--- config.mk ---
export PLATFORM = sky130hd
export DESIGN_NAME = cnc_slot_cell
export DESIGN_NICKNAME = d
export VERILOG_FILES = /design/src/rtl/cnc_pkg.sv /design/src/rtl/cnc_slot_cell.sv
export SDC_FILE = /design/constraint.sdc
export NUM_CORES = 1
export LEC_CHECK = 0
export ABC_AREA = 1
export BUFFER_PORTS_ARGS = -buffer_cell sky130_fd_sc_hd__buf_4
export CORE_MARGIN = 2
export CORE_UTILIZATION = 40
export CTS_CLUSTER_SIZE = 30
export DETAILED_ROUTE_END_ITERATION = 10
export GPL_ROUTABILITY_DRIVEN = 0
export PLACE_DENSITY = 0.86
export SYNTH_ARGS = -nofsm -noshare
export SYNTH_HDL_FRONTEND = slang
export SYNTH_SLANG_ARGS = --single-unit
--- constraint.sdc ---
create_clock -name aclk -period 1.2 [get_ports aclk]
set_input_delay 0.24 -clock aclk [delete_from_list [all_inputs] [get_ports aclk]]
set_output_delay 0.24 -clock aclk [all_outputs]
set_load 0.02 [all_outputs]
--- src/rtl/cnc_pkg.sv ---
package cnc_pkg;

    localparam int MAX_NEIGHBORS = 16;
    localparam int COORD_BITS    = 32;
    localparam int OUT_SLOTS     = (MAX_NEIGHBORS > 16) ? 16 : MAX_NEIGHBORS;

    localparam int FIELD_W    = 32;
    localparam int TAG_W      = 31;
    localparam int SQ_W       = 64;
    localparam int SLOT_IDX_W = 4;
    localparam int OCNT_W     = $clog2(OUT_SLOTS + 1);

    localparam int S_TDATA_W = 224;
    localparam int S_TUSER_W = 2;
    localparam int M_TDATA_W = 136;

    localparam int CFG_IDX_W  = 1;
    localparam int CFG_DATA_W = 64;

    typedef enum logic [CFG_IDX_W-1:0] {
        CFG_CUTOFF_SQ   = 1'b0,
        CFG_OUTPUT_MODE = 1'b1
    } cfg_index_t;

    // one candidate after the distance test
    typedef struct packed {
        logic                      valid;
        logic                      last;
        logic                      group;
        logic                      hit;
        logic [TAG_W-1:0]          tag;
        logic signed [FIELD_W-1:0] dx;
        logic signed [FIELD_W-1:0] dy;
        logic signed [FIELD_W-1:0] dz;
    } cand_res_t;

    // neighbor held in a collect cell
    typedef struct packed {
        logic [TAG_W-1:0]          tag;
        logic signed [FIELD_W-1:0] dx;
        logic signed [FIELD_W-1:0] dy;
        logic signed [FIELD_W-1:0] dz;
    } nbr_entry_t;

    // formatted slot held in an output cell
    typedef struct packed {
        logic signed [FIELD_W-1:0] tag;
        logic signed [FIELD_W-1:0] dx;
        logic signed [FIELD_W-1:0] dy;
        logic signed [FIELD_W-1:0] dz;
    } slot_t;

    localparam slot_t EMPTY_SLOT = '{tag: -32'sd1, dx: '0, dy: '0, dz: '0};

    // collect cell status toward the top level and its right neighbor
    typedef struct packed {
        logic       occ;
        logic       occ_view;
        nbr_entry_t entry_view;
    } cell_view_t;

endpackage

--- src/rtl/cnc_slot_cell.sv ---
module cnc_slot_cell
    import cnc_pkg::*;
(
    input  logic       aclk,
    input  logic       aresetn,
    input  logic       push,
    input  logic       clear,
    input  logic       prev_occ,
    input  nbr_entry_t push_entry,
    output cell_view_t view
);

    logic       occ_reg, occ_next;
    nbr_entry_t entry_reg, entry_next;
    logic       take;

    // the first free cell in the row takes the new neighbor
    always_comb begin
        take       = push && !occ_reg && prev_occ;
        occ_next   = occ_reg || take;
        entry_next = take ? push_entry : entry_reg;
    end

    always_ff @(posedge aclk) begin
        if (!aresetn) begin
            occ_reg <= 1'b0;
        end else begin
            occ_reg <= clear ? 1'b0 : occ_next;
        end
    end

    always_ff @(posedge aclk) begin
        entry_reg <= entry_next;
    end

    assign view.occ        = occ_reg;
    assign view.occ_view   = occ_next;
    assign view.entry_view = entry_next;

endmodule

* Yosys cells after proc, flatten, opt, wreduce, memory -nomap -nowiden
Index checks and enable logic that the tools add are counted.
** Storage, ports and cells
- Flip-flop bits (word level) :: 128
- Latch bits :: 0
- RAM bits :: 0
- ROM bits :: 0
- Input port bits :: 132
- Output and inout port bits :: 129
- Word-level logic and storage cells :: 12
- Memories :: 0
** Cells by class
- $add $sub $neg :: 0
- Multipliers :: 0
- Divide/modulo/power cells :: 0
- Order comparisons :: 0
- Equality and inequality tests :: 0
- Shift-type cells :: 0
- Muxes and demuxes :: 1
- Bitwise logic cells :: 1
- Reductions and logical operators :: 5
** Operator list (count)
- $mux 127 :: 1
- $logic_and 1x1->1 :: 2
- $reduce_or 2->1 :: 1
- $logic_not 1->1 :: 1
- $logic_or 1x1->1 :: 1
- $not 1->1 :: 1

* Longest topological paths before layout
- Word-level depth :: 4
- Depth in mapped cells :: 7
- Gate-level depth less buffers :: 4

* Least setup slack after synthesis
No wires, ideal clock.
- Kind :: register -> output
- Start point :: reg occ_reg
- End point :: out view[100] (netlist name)
- Arrival time :: 1.055 ns
- Data required time :: 0.960 ns
- Setup slack :: -0.095 ns
- Cell stages (with the launch flop) :: 8
- Path buffers :: 3
- Path through :: dfxtp_1 inv_2 nand3_1 buf_2 buf_6 buf_4 nand2_1 nand2_1
** RTL lines
- from (decl) :: RTL line cnc_slot_cell.sv:13 : logic occ_reg, occ_next;
- from (signal assigned) :: RTL line cnc_slot_cell.sv:28 : occ_reg <= clear ? 1'b0 : occ_next;
- to (decl) :: RTL line cnc_slot_cell.sv:10 : output cell_view_t view

==> run metrics <==
outcome finished with violations; failing checks setup timing; Final period util 155%; Setup crit end kind primary output; clock root buffer clkbuf_16; Area after DPL 0.00695 sq mm; TritonCTS Buffers 17; Setup WS post-layout -0.665 ns; row count 39; total power 14.1 mW; Critical Path Start Type register; Worst-Margin Slew 0.313 ns; number of synthesized register bits 128; r2r endpoint entry_reg[10]$_DFF_P_; CP max FO 17; Final Util 73.3%; proportion of layout cells with a drive suffix above 1 53.8%; critical path startpoint occ_reg$_SDFF_PP0_; Max rail drop VDD 1.54 mV; Slowest-stage cell, CP dfxtp_2; Worst path max stage delay 0.33 ns; worst r2r path cells 7; Post-Syn Nets 706; clock slew seen by the registers of the worst setup and hold paths 0.05 ns; area leader, netlist dfxtp_1; Top Ports 261; Max Cap Viol 0; worst-skew pair later-pin latency 0.41 ns; Final Max Tran Viols 0; arrival time of the worst setup path 1.62 ns; GR Util All Layers 24.6%; n_diodes 0; CTS Buffer Depth 2; Largest register FFs 127; largest net degree at the start of global routing 67; cell area after synthesis 0.00465 sq mm; NumNets Final 968; Synth top area share 55.1%; Power per Cell Area 1700 mW/mm^2; DP HPWL 9820 um; XOR/XNOR share of the synthesized area 0%; reg-to-reg startpoint occ_reg$_SDFF_PP0_; DRC 0; Synthesis Warnings 0; die extent in y 112 um; unrepaired setup endpoints after global routing yes; H-tree depth 4; initial antenna violation count 0; first-pass GRT wire length 24800 um; I/O Buffers 260; first drt pass iteration count 5; Sinks on Clock Net 128; vias in the first global route 4887; Pleak 4.13 nW; critical path cell sequence clkinv_4, buf_4, buf_12, nand4_1, nand2_4, buf_6; Final ANT Viol Nets 0; Fillers 752; vias 5292; CP Data Required Time 0.96 ns; Hold WC Path Type input pin to register; Congestion Overflow GR 0; Tmin final 1.86 ns; Post-Synth Adder-Cell Area 0%; Seq/Total Area, Yosys 55.1%; Unique masters post-synth 11; drt first-iter violations 483; Placeable Area 0.0114 sq mm; via/cell ratio 5.33; CTS Hold Bufs 0; post-synthesis mux area share 0%; routed len/inst 17.1 um; main combinational cell family by area after synthesis simple AND/OR/NAND/NOR gates; Syn-to-layout area delta 79.4%; Final Hold Vio Count 0; Setup TNS -67.74 ns; DIE WIDTH 112 um; Post-Synth Simple-Gate Area 38.0%; Avg Synthesized Cell Area 8.10 sq um; Max Freq 0.536 GHz; Rel. slew slack 79.1%; fin area 0.00834 sq mm; Die ar. 0.0125 sq mm; Initial Util 40.9%; critical path type register to primary output; Synth area leaders dfxtp_1, nand2_1, nand4_1, buf_2, buf_4; CTS tree yes; final WL 17000 um; clk_skew 0.00709 ns; Critical path destination view[15]; worst reg2reg setup slack -0.01 ns; Gate Count Post-Synth 574; setup violators final 129; Synth Area in Compound Gates 0.108%
-- area by class of cell --
type / count / area (sq um) / area share (%)
Clock inverter: 14 / 118 / 1.41
Inverter: 2 / 12.5 / 0.150
Timing Repair Buffer: 301 / 2820 / 33.8
Tap cell: 143 / 179 / 2.15
Clock buffer: 18 / 439 / 5.27
Multi-Input combinational cell: 386 / 2210 / 26.5
Sequential cell: 128 / 2560 / 30.8
-- worst max-delay path: cells and delay by family, from the launching register on --
family / cells / cell delay, ns
AND/OR/NAND/NOR: 2 / 0.38
buffers and inverters: 4 / 0.51
flip-flops: 1 / 0.33
-- cell usage after synthesis, drive strengths merged --
library cell  count
nand4           127
clkbuf            1
nand3             1
a21oi             1
inv               2
dfxtp           128
buf              57
nand2           257
-- worst min-delay path by stage --
stage	startpoint	end	slack, ns	cells past startpoint
floorplan	aresetn	occ_reg$_SDFF_PP0_	0.36	2
CTS	clear	occ_reg$_SDFF_PP0_	0.06	4
finish	clear	occ_reg$_SDFF_PP0_	0.08	4
detailed placement	entry_reg[46]$_DFF_P_	entry_reg[46]$_DFF_P_	0.43	2
global route	clear	occ_reg$_SDFF_PP0_	0.08	4
global placement	entry_reg[120]$_DFF_P_	entry_reg[120]$_DFF_P_	0.43	2
-- stage by stage --
stage	setup slack, ns	cells	hold slack, ns
after floorplan	-0.00539	574	0.363
after global placement	-0.162	954	0.426
after detailed placement	-0.216	954	0.430
after CTS	-0.635	989	0.0600
after global routing	-0.691	992	0.0838
final	-0.665	992	0.0780
-- kinds of logic (layout without fill, tap and decap cells) --
| logic type | count (synthesis) | after routing |
|---|---|---|
| DFF | 128 | 128 |
| AOI/OAI and AO/OA | 1 | 1 |
| buffers and inverters | 60 | 335 |
| and+or+nand+nor | 385 | 385 |
-- power by group --
part / internal [mW] / leakage [nW] / total [mW] / switching (mW)
registers: 4.90 / 1.08 / 5.12 / 0.213
clock network: 2.88 / 0.260 / 4.79 / 1.90
logic: 1.98 / 2.80 / 4.24 / 2.26
total: 9.76 / 4.13 / 14.1 / 4.38
-- metal layers --
metal / GRT usage [%] / vias up / wire length, um
met5: 0 / - / 0
met4: 11.4 / 0 / 636
met3: 7.19 / 54 / 1160
met2: 42.3 / 256 / 8900
met1: 28.3 / 2505 / 6280
li1: - / 2477 / -
-- layout by cell type, fill, tap and decap left out, drive strengths merged --
cell      count
a21oi         1
buf         300
bufinv        1
clkbuf       19
clkinv        7
clkinvlp      6
dfxtp       128
inv           2
nand2       257
nand3         1
nand4       127
-- timing repair --
item                                    in CTS  in global routing
pin swaps                                    3                  3
buffers inserted                             2                  2
endpoints found under the setup margin     128                141
resized for setup                          118                103
gates cloned                                 1                  2
No activity file was read; power rests on OpenSTA's default activity.
