===== config.mk =====
export PLATFORM = sky130hd
export DESIGN_NAME = cnc_out_cell
export DESIGN_NICKNAME = d
export VERILOG_FILES = /design/src/rtl/cnc_pkg.sv /design/src/rtl/cnc_out_cell.sv
export SDC_FILE = /design/constraint.sdc
export NUM_CORES = 1
export LEC_CHECK = 0
export BUFFER_PORTS_ARGS = -buffer_cell sky130_fd_sc_hd__buf_2
export CAP_MARGIN = 10
export CORE_AREA = 2 2 151 153
export DETAILED_ROUTE_END_ITERATION = 12
export DIE_AREA = 0 0 153 155
export GPL_ROUTABILITY_DRIVEN = 0
export MAX_ROUTING_LAYER = met4
export SYNTH_ARGS = -nofsm -noshare
export SYNTH_HDL_FRONTEND = slang
export SYNTH_SLANG_ARGS = --single-unit

===== constraint.sdc =====
create_clock -name aclk -period 3.2 [get_ports aclk]
set_clock_uncertainty 0.05 [all_clocks]
set_input_delay 0.32 -clock aclk [delete_from_list [all_inputs] [get_ports aclk]]
set_output_delay 0.32 -clock aclk [all_outputs]
set_load 0.05 [all_outputs]

===== src/rtl/cnc_pkg.sv =====
package cnc_pkg;

    localparam int MAX_NEIGHBORS = 16;
    localparam int COORD_BITS    = 32;
    localparam int OUT_SLOTS     = (MAX_NEIGHBORS > 16) ? 16 : MAX_NEIGHBORS;

    localparam int FIELD_W    = 32;
    localparam int TAG_W      = 31;
    localparam int SQ_W       = 64;
    localparam int SLOT_IDX_W = 4;
    localparam int OCNT_W     = $clog2(OUT_SLOTS + 1);

    localparam int S_TDATA_W = 224;
    localparam int S_TUSER_W = 2;
    localparam int M_TDATA_W = 136;

    localparam int CFG_IDX_W  = 1;
    localparam int CFG_DATA_W = 64;

    typedef enum logic [CFG_IDX_W-1:0] {
        CFG_CUTOFF_SQ   = 1'b0,
        CFG_OUTPUT_MODE = 1'b1
    } cfg_index_t;

    // one candidate after the distance test
    typedef struct packed {
        logic                      valid;
        logic                      last;
        logic                      group;
        logic                      hit;
        logic [TAG_W-1:0]          tag;
        logic signed [FIELD_W-1:0] dx;
        logic signed [FIELD_W-1:0] dy;
        logic signed [FIELD_W-1:0] dz;
    } cand_res_t;

    // neighbor held in a collect cell
    typedef struct packed {
        logic [TAG_W-1:0]          tag;
        logic signed [FIELD_W-1:0] dx;
        logic signed [FIELD_W-1:0] dy;
        logic signed [FIELD_W-1:0] dz;
    } nbr_entry_t;

    // formatted slot held in an output cell
    typedef struct packed {
        logic signed [FIELD_W-1:0] tag;
        logic signed [FIELD_W-1:0] dx;
        logic signed [FIELD_W-1:0] dy;
        logic signed [FIELD_W-1:0] dz;
    } slot_t;

    localparam slot_t EMPTY_SLOT = '{tag: -32'sd1, dx: '0, dy: '0, dz: '0};

    // collect cell status toward the top level and its right neighbor
    typedef struct packed {
        logic       occ;
        logic       occ_view;
        nbr_entry_t entry_view;
    } cell_view_t;

endpackage


===== src/rtl/cnc_out_cell.sv =====
module cnc_out_cell
    import cnc_pkg::*;
(
    input  logic       aclk,
    input  logic       load,
    input  logic       shift,
    input  logic       disp_mode,
    input  cell_view_t src,
    input  slot_t      from_right,
    output slot_t      slot
);

    slot_t slot_reg, slot_next, fmt;

    always_comb begin
        fmt = EMPTY_SLOT;
        if (src.occ_view) begin
            fmt.tag = {1'b0, src.entry_view.tag};
            if (disp_mode) begin
                fmt.dx = src.entry_view.dx;
                fmt.dy = src.entry_view.dy;
                fmt.dz = src.entry_view.dz;
            end
        end
        if (load) begin
            slot_next = fmt;
        end else if (shift) begin
            slot_next = from_right;
        end else begin
            slot_next = slot_reg;
        end
    end

    always_ff @(posedge aclk) begin
        slot_reg <= slot_next;
    end

    assign slot = slot_reg;

endmodule


# Yosys cells after proc, flatten, opt, wreduce, memory -nomap -nowiden
# Cells that the tools add are included.
classes:
  muxes: 4
  n_reduce_logical: 1
op_table:
  columns: ["cell", "n"]
  rows:
  - ["$mux 128", 3]
  - ["$mux 96", 1]
  - ["$reduce_bool 2->1", 1]
totals:
  word_cells: 9
  out_inout_bits: 128
  regBits: 128

# Depth between registers and ports, before layout
# Gate-level depths: netlist (run 1).
logic_depth:
  ltp_word: 3
  ltp_mapped: 4

# Least setup slack after synthesis (run 1)
# OpenSTA, ideal clock, no wires.
synth_timing:
  path_type: "in2reg"
  start: "input load"
  end: "register slot_reg (netlist bit slot[0]), enable pin"
  slack_ns: 0.473
  arrival_ns: 2.244
  cell_stages: 3
  path_buffers: 2
  path_cell_list: "buf_2 -> buf_2 -> or2_2"
synth_between:
  elab_chain_len: 1
synth_rtl:
  columns: ["item", "line_no", "text"]
  rows:
  - ["start, declared", "cnc_out_cell.sv:5", "input logic load,"]
  - ["$reduce_bool 2->1 (no line)", null, null]
  - ["end signal, assigned", "cnc_out_cell.sv:35", "slot_reg <= slot_next;"]
  - ["end, declared", "cnc_out_cell.sv:13", "slot_t slot_reg, slot_next, fmt;"]
# No other way between the ends.
# A chain may end at the register's enable or synchronous reset.

# Worst setup path after layout (run 1)
layout_timing:
  start: "register slot_reg (netlist bit slot[80])"
  end: "output slot[80] (netlist bit)"
layout_lines:
  columns: ["item", "line_no", "text"]
  rows:
  - ["end, declared", "cnc_out_cell.sv:10", "output slot_t slot"]
# No word-level cell between the ends.

==> flow_metrics.py, run 1 <==
metrics = {
    "timing": {
        "tns_ps": 0,
        "tightest_slew_ps": 1064,
        "clock.fmax_ghz": 0.6886,
        "min_period_over_period": 0.4538,
        "finalHoldViolCount": 0,
        "setup-violations-final": 0,
        "fin_crit_ps": 1452,
        "rsz0062_at_grt": "no",
        "relSlewSlack": 0.2887,
        "drv_slew": 0,
    },
    "flow_run": {
        "max_cap_violations": 0,
    },
    "synthesis": {
        "synth.most_common_cell": "edfxtp_1",
        "syn_area_sq_um": 5680,
        "synth_flop_cell": "edfxtp_1",
        "seq_area_frac_synth": 0.6767,
        "synth.area.top_cells": "edfxtp_1, o22ai_1, inv_1",
        "synth_edf_count": 128,
        "synthTopCellsByCount": "edfxtp_1, inv_1, nand2_1, o22ai_1, buf_2",
        "netlist_instances": 492,
        "synth_top_cell_area_share": 0.6767,
        "synth-seq-cells": 128,
        "ys_async_sr_fraction": 0,
        "synth.distinct_cells": 12,
        "synth_top_area_cell": "edfxtp_1",
        "syn_nets": 753,
        "syn_avg_cell_area_sq_um": 11.55,
        "yosysWarnings": 0,
    },
    "worst_setup_path": {
        "critPathLaunchType": "flip-flop",
        "critPathMaxFanout": 1,
        "critPathBufInv": 1,
        "path_class": "flip-flop to output port",
        "endpoint_kind": "output port",
        "worstPathRequired_ps": 2830,
        "worstPathCellList": "buf_2",
        "arrival_ps": 1080,
        "cp_top_family": "flip-flops",
        "cp_slowest_cell": "edfxtp_1",
        "cp_slowest_stage_delay_ps": 380,
    },
    "floorplanning": {
        "dieArea_sq_um": 23720,
        "core_sq_um": 22230,
        "initial_core_util": 0.2556,
        "num_rows": 55,
        "die_h_um": 155,
        "fp.dieW_um": 153,
        "ios": 389,
    },
    "finish": {
        "num-nets-final": 1126,
        "syn_to_final_growth_pct": 49.58,
        "drive_above_1_share": 0.4823,
        "multi_input_area_sq_um": 1267,
        "n_fill_cell": 2259,
        "seqCellArea_sq_um": 3844,
        "largest_register_ffs": 128,
        "final_cells": 1163,
    },
    "clocking": {
        "post_cts_buffers": 0,
        "clockBufferDepth": 2,
        "h-tree-depth": 4,
        "cts_tree": "done",
        "clk_pin_slew_ps": 60,
        "ctsResizeCount": 0,
        "cts_hold_buf": 0,
        "numCtsBuffers": 17,
        "cts_root_buffer": "clkbuf_16",
        "cts_sinks": 128,
    },
    "grt": {
        "antenna_found_initial": 1,
        "grt_use_total": 0.1474,
        "overflow": 0,
        "grt_max_degree": 174,
        "grt_pass1_wl_um": 26380,
        "grt_pass1_vias": 5017,
    },
    "placed_design": {
        "io_buffer_count": 387,
        "place_inst": 1131,
        "dp_hpwl_um": 12900,
    },
    "run_status": {
        "status": "complete, no violations",
    },
    "routing": {
        "finalWirelength_um": 17760,
        "postRouteAntennaNets": 0,
        "first_iter_violations": 341,
        "wl_met2_um": 8951,
        "vias": 5057,
        "routed.top_layer": "met4",
        "routed_via_density": 4.348,
        "routedWlPerCell_um": 15.27,
        "drc": 0,
        "wl_met3_um": 1184,
        "dr.pass1.iters": 5,
        "wirelength_met1_um": 7253,
    },
    "power_and_ir_drop": {
        "peakVddDrop_uv": 332.4,
        "leakage_uw": 0.004149,
        "power_density_nw_per_um2": 638.4,
    },
    "hold_path": {
        "hold_path.class": "input pin to flip-flop",
    },
}
-- where the power goes --
group	internal [uW]	switching (uW)
logic	319	900
clock network	1380	729
registers	2050	46.2
-- kinds of logic after synthesis --
group / share of synthesized area
compound gates: 0.1531
buf+inv: 0.1020
flops: 0.6767
mux: 0.001762
simple gates: 0.06652
-- path summary, 6_finish.rpt --
kind      from  cells after the start        end
max   slot[80]                      1   slot[80]
min   src[105]                      2  slot[105]
-- routing by layer --
metal | vias up | global-route usage
met5 | - | -
met4 | 0 | 0.05600
met3 | 24 | 0.03649
met2 | 251 | 0.2415
met1 | 2290 | 0.1766
li1 | 2492 | -
-- layout by cell type (no fill, tap or decap), types with 2 or more instances in the layout --
cell        count
inv_1          98
nand2_1        97
clkbuf_16      17
clkinvlp_4      3
buf_12          3
bufinv_16       5
o22ai_1        96
inv_6           2
clkinv_4        2
edfxtp_1      128
o22a_1         30
buf_2         386
buf_4           2
-- layout make-up --
| class | count | area share |
|---|---|---|
| Timing Repair Buffer | 392 | 0.2375 |
| Antenna cell | 1 | 0.0002945 |
| Inverter | 98 | 0.04329 |
| Clock buffer | 18 | 0.05051 |
| Sequential cell | 128 | 0.4524 |
| Tap cell | 285 | 0.04197 |
| Clock inverter | 13 | 0.02489 |
| Multi-Input combinational cell | 228 | 0.1492 |
-- metrics by stage --
step	setup WS, ps	util	hold slack, ps	power (uW)	cell area [sq um]
2_1_floorplan	473.3	-	465.2	2972	5680
5_1_grt	1677	0.3823	111.2	5661	8497
6_report	1748	0.3823	141.5	5424	8497
3_3_place_gp	1362	0.3533	550.9	3345	7854
4_1_cts	1706	0.3822	115.9	5509	8494
3_5_place_dp	1354	0.3533	553.5	3356	7854
(Power assumes the default switching activity.)
==> run 2: changes to the inputs <==
- ABC_AREA: unset -> 1
- CORE_AREA: 2 2 151 153 -> 2 2 149 151
- DIE_AREA: 0 0 153 155 -> 0 0 151 153
- clock period: 3.2 -> 1.2 ns (I/O delays scaled with it)
==> run 2 against run 1 <==
  * Design area grew 29%
  * Combinational power grew to 3.3 times the previous value
  * Power grew to 2.8 times the previous value
  * Global-route usage grew 3.0 points
  * Die area shrank 2.6%
  * Count of clock-buffer cells in the layout grew 1
  * Critical endpoint is now slot[43]
  * Largest cell class is now buffers
==> flow_metrics.py, run 2 <==
metrics = {
    "synthesis": {
        "synth_edf_count": 128,
        "seq_area_frac_synth": 0.6795,
        "syn_avg_cell_area_sq_um": 10.25,
        "yosysWarnings": 0,
        "synthTopCellsByCount": "nand2_1, edfxtp_1, o21ai_0, nor2_1, clkbuf_1",
        "ys_async_sr_fraction": 0,
        "netlist_instances": 552,
        "synth-seq-cells": 128,
        "synth_flop_cell": "edfxtp_1",
        "synth_top_area_cell": "edfxtp_1",
        "synth.area.top_cells": "edfxtp_1, nand2_1, o21ai_0",
        "synth.most_common_cell": "nand2_1",
        "syn_area_sq_um": 5657,
        "synth.distinct_cells": 16,
        "synth_top_cell_area_share": 0.6795,
        "syn_nets": 813,
    },
    "routing": {
        "dr.pass1.iters": 5,
        "drc": 0,
        "postRouteAntennaNets": 0,
        "routedWlPerCell_um": 14.79,
        "finalWirelength_um": 21200,
        "routed_via_density": 4.331,
        "first_iter_violations": 319,
        "vias": 6211,
    },
    "worst_setup_path": {
        "critPathBufInv": 1,
        "cp_slowest_cell": "edfxtp_1",
        "cp_top_family": "flip-flops",
        "arrival_ps": 1020,
        "worstPathRequired_ps": 1030,
        "worstPathCellList": "buf_6",
        "critPathMaxFanout": 1,
        "path_class": "flip-flop to output port",
        "critPathLaunchType": "flip-flop",
        "cp_slowest_stage_delay_ps": 420,
        "endpoint_kind": "output port",
    },
    "finish": {
        "post-route-util": 0.5109,
        "diodes": 0,
        "n_fill_cell": 1834,
        "drive_above_1_share": 0.4038,
        "mostFrequentLayoutCells": "buf_2, nand2_1, dlygate4sd3_1, edfxtp_1, o21ai_0",
        "fin_area_sq_um": 10980,
        "final_common_cell": "buf_2",
        "num-nets-final": 1402,
        "syn_to_final_growth_pct": 94.07,
        "final_cells": 1434,
        "largest_register_ffs": 128,
    },
    "power_and_ir_drop": {
        "power.net_switching_uw": 4631,
        "clockPowerShare": 0.367,
        "combPwrFrac": 0.266,
        "peakVddDrop_uv": 850.0,
        "netSwitchingFraction": 0.3029,
        "power_density_nw_per_um2": 1393,
        "internal-power_uw": 10660,
        "leakage_uw": 0.005002,
        "seqPwrFrac": 0.367,
    },
    "timing": {
        "whs_ps": 3.647,
        "finalHoldViolCount": 0,
        "relSlewSlack": 0.7350,
        "min_period_over_period": 0.9901,
        "rsz0062_at_grt": "yes",
        "setup-violations-final": 0,
        "clock.fmax_ghz": 0.8416,
        "fin_crit_ps": 1188,
        "tightest_slew_ps": 393.3,
        "layout_setup_ws_ps": 11.83,
        "drv_slew": 0,
    },
    "grt": {
        "antenna_found_initial": 0,
        "grt_use_total": 0.1778,
        "grt_pass1_vias": 6319,
        "overflow": 0,
        "grt_pass1_wl_um": 30500,
        "grt_max_degree": 55,
    },
    "placed_design": {
        "dp_hpwl_um": 13660,
        "placed_area_sq_um": 8169,
        "pre_cts_ws_ps": -64.68,
        "io_buffer_count": 387,
        "place_inst": 1217,
    },
    "floorplanning": {
        "die_h_um": 153,
        "fp.dieW_um": 151,
        "dieArea_sq_um": 23100,
        "num_rows": 54,
        "core_sq_um": 21490,
        "ios": 389,
        "initial_core_util": 0.2633,
    },
    "clocking": {
        "clockBufferDepth": 2,
        "cts_root_buffer": "clkbuf_16",
        "cts_sinks": 128,
        "post_cts_buffers": 0,
        "clk_pin_slew_ps": 60,
        "cts_tree": "done",
        "h-tree-depth": 4,
        "numCtsBuffers": 17,
    },
    "hold_path": {
        "hold_path.class": "input pin to flip-flop",
    },
    "flow_run": {
        "max_cap_violations": 0,
    },
    "run_status": {
        "status": "complete, no violations",
    },
}
-- run 2: cell count changes after synthesis, sizes merged --
cell    delta
buf       -17
mux2i      -1
clkbuf    +18
o22a      -30
nor2      +92
o22ai     -96
inv       -97
o21ai     +96
a31oi      -1
o21a       +1
nand2     +95
-- run 2: stage by stage --
stage / total power (uW) / setup TNS, ps
after floorplan: 7838 / -56710
after global placement: 8966 / -88.24
after detailed placement: 8999 / -210.3
after CTS: 15220 / -17.24
after global routing: 15840 / -94.00
final: 15290 / 0
-- run 2: power by group through the flow --
| stage | clock (uW) | sequential, uW | combinational (uW) |
|---|---|---|---|
| after floorplan | 0 | 7340 | 499 |
| after global placement | 0 | 5640 | 3320 |
| after detailed placement | 0 | 5660 | 3340 |
| after CTS | 5770 | 5580 | 3860 |
| after global routing | 5920 | 5650 | 4270 |
| final | 5610 | 5610 | 4060 |
-- run 2: path summary, 6_finish.rpt --
check	from	to	slack (ps)	depth (start not counted)
worst max-delay path	slot[43]	slot[43]	10	1
worst min-delay path	from_right[94]	slot[94]	4	3
-- run 2: cells by family after synthesis --
logic type / Yosys count / synth area share
simple gates: 287 / 0.1958
buf+inv: 40 / 0.03848
compound gates: 97 / 0.08626
flops: 128 / 0.6795
-- run 2: cell type report --
| class | instances | area [sq um] | area share |
|---|---|---|---|
| repair buffers | 609 | 4533 | 0.4129 |
| flip-flops and latches | 128 | 3844 | 0.3501 |
| multi-input cells | 384 | 1603 | 0.1460 |
| clock buffers | 19 | 432.9 | 0.03943 |
| well taps | 280 | 350.3 | 0.03191 |
| clock inverters | 13 | 210.2 | 0.01915 |
| inverters | 1 | 5.005 | 0.0004559 |
-- run 2: what timing repair did --
item / 4_1_cts / 5_1_grt
hold buffers: 185 / 0
endpoints found under the setup margin: 24 / 79
gates resized for setup: 28 / 143
hold endpoints to repair: 120 / 0
-- run 2: layer usage --
metal  global-route usage  vias up  part of all wire
met5                    -        -                 0
met4              0.07388        0             0.029
met3              0.05015       42             0.093
met2               0.3048      331              0.49
met1               0.1920     2798              0.38
li1                     -     3040                 -
==> run 3: changes to the inputs <==
- ABC_CLOCK_PERIOD_IN_PS: unset -> 1200
- SETUP_SLACK_MARGIN: unset -> 0.02
==> run 3 against run 2 <==
  * The run now ends with negative hold slack left
  * Wire length increased by 1.7%
  * Largest power group unchanged
  * Worst setup slack got worse by 2.1 ps
  * Power increased by 1.7%
  * First-iteration DRC count increased by 2.2%
  * Global-route usage increased by 0.28 points
  * Sequential share of layout area decreased by 0.97 points
  * Highest routed layer unchanged
  * Combinational power increased by 5.4%
==> flow_metrics.py, run 3 (synthesis results as in run 2) <==
metrics = {
    "finish": {
        "seqCellArea_sq_um": 3844,
        "final_cells": 1434,
        "multi_input_area_sq_um": 1603,
        "n_fill_cell": 1762,
        "final_common_cell": "buf_2",
        "drive_above_1_share": 0.4038,
        "syn_to_final_growth_pct": 99.62,
        "diodes": 0,
        "num-nets-final": 1402,
        "mostFrequentLayoutCells": "buf_2, nand2_1, dlygate4sd3_1, edfxtp_1, o21ai_0",
        "largest_register_ffs": 128,
    },
    "worst_setup_path": {
        "cp_top_family": "flip-flops",
        "critPathLaunchType": "flip-flop",
        "crit_cells": 1,
        "worstPathCellList": "buf_6",
        "critPathMaxFanout": 1,
        "arrival_ps": 1020,
        "path_class": "flip-flop to output port",
        "cp_slowest_cell": "edfxtp_1",
        "cp_slowest_stage_delay_ps": 420,
        "critPathBufInv": 1,
        "endpoint_kind": "output port",
        "worstPathRequired_ps": 1030,
    },
    "timing": {
        "clock.fmax_ghz": 0.8401,
        "whs_ps": -1.907,
        "finalHoldViolCount": 1,
        "tightest_slew_ps": 379.0,
        "relSlewSlack": 0.7447,
        "layout_setup_ws_ps": 9.687,
        "fin_crit_ps": 1190,
        "min_period_over_period": 0.9919,
        "drv_slew": 0,
        "rsz0062_at_grt": "yes",
        "setup-violations-final": 0,
    },
    "placed_design": {
        "pre_cts_ws_ps": -64.68,
        "dp_hpwl_um": 13660,
        "io_buffer_count": 387,
        "place_inst": 1217,
    },
    "grt": {
        "antenna_found_initial": 0,
        "grt_max_degree": 55,
        "grt_pass1_wl_um": 30950,
        "grt_pass1_vias": 6329,
        "grt_use_total": 0.1806,
        "overflow": 0,
    },
    "routing": {
        "routedWlPerCell_um": 15.04,
        "drc": 0,
        "vias": 6324,
        "finalWirelength_um": 21560,
        "postRouteAntennaNets": 0,
        "routed_via_density": 4.410,
        "dr.pass1.iters": 6,
        "first_iter_violations": 326,
    },
    "clocking": {
        "post_cts_buffers": 0,
        "cts_tree": "done",
        "clockBufferDepth": 2,
        "h-tree-depth": 4,
        "numCtsBuffers": 17,
        "cts_root_buffer": "clkbuf_16",
        "clk_pin_slew_ps": 60,
        "cts_sinks": 128,
    },
    "power_and_ir_drop": {
        "peakVddDrop_uv": 857.3,
        "power_density_nw_per_um2": 1377,
        "leakage_uw": 0.005102,
    },
    "run_status": {
        "violations": "negative hold slack",
        "status": "finished, violations left",
    },
    "floorplanning": {
        "core_sq_um": 21490,
        "fp.dieW_um": 151,
        "dieArea_sq_um": 23100,
        "ios": 389,
        "initial_core_util": 0.2633,
        "die_h_um": 153,
        "num_rows": 54,
    },
    "hold_path": {
        "hold_path.class": "input pin to flip-flop",
        "whs_path_depth": 3,
    },
    "flow_run": {
        "max_cap_violations": 0,
    },
}
run 3: cell count changes in the layout (fill, tap and decap cells not counted):
cell / previous run / this run
buf_2: 298 / 261
buf_6: 25 / 84
buf_4: 83 / 65
clkbuf_4: 6 / 2
run 3: area by class of cell:
type,instances,share of cell area
Sequential cell,128,0.3404
Multi-Input combinational cell,384,0.1419
Inverter,1,0.0004432
Clock inverter,13,0.01861
Timing Repair Buffer,609,0.4293
Tap cell,280,0.03102
Clock buffer,19,0.03834
run 3: what timing repair did:
| action | in CTS | in global routing |
|---|---|---|
| hold buffers | 185 | 0 |
| setup endpoints to repair | 73 | 109 |
| hold endpoints to repair | 120 | 0 |
| resized for setup | 95 | 164 |
run 3: worst paths after layout:
check / from / to / slack (ps)
min: from_right[94] / slot[94] / -2
max: slot[43] / slot[43] / 10
run 3: per-stage QoR:
stage	hold WS, ps	TNS, ps	power, uW	utilization	area, sq um
after floorplan	256.1	-56710	7838	-	5663
after global placement	345.6	-88.24	8966	0.3802	8169
after detailed placement	346.3	-210.3	8999	0.3802	8169
after CTS	0.06567	-17.24	15380	0.5087	10930
after global routing	0.7778	-90.58	16110	0.5256	11290
final	-1.907	0	15550	0.5256	11290
run 3: power by group:
| group | leakage [uW] | total, uW | switching [uW] | internal, uW |
|---|---|---|---|---|
| registers | 0.00133 | 5660 | 195 | 5470 |
| clock network | 0.000298 | 5610 | 1920 | 3690 |
| logic | 0.00348 | 4280 | 2570 | 1710 |
run 3: metal layers:
metal,vias to the layer above,GRT usage,wire length (um)
met5,-,-,0
li1,3041,-,-
met2,363,0.3078,10580
met4,0,0.07655,801
met3,57,0.05134,2052
met1,2863,0.1957,8131
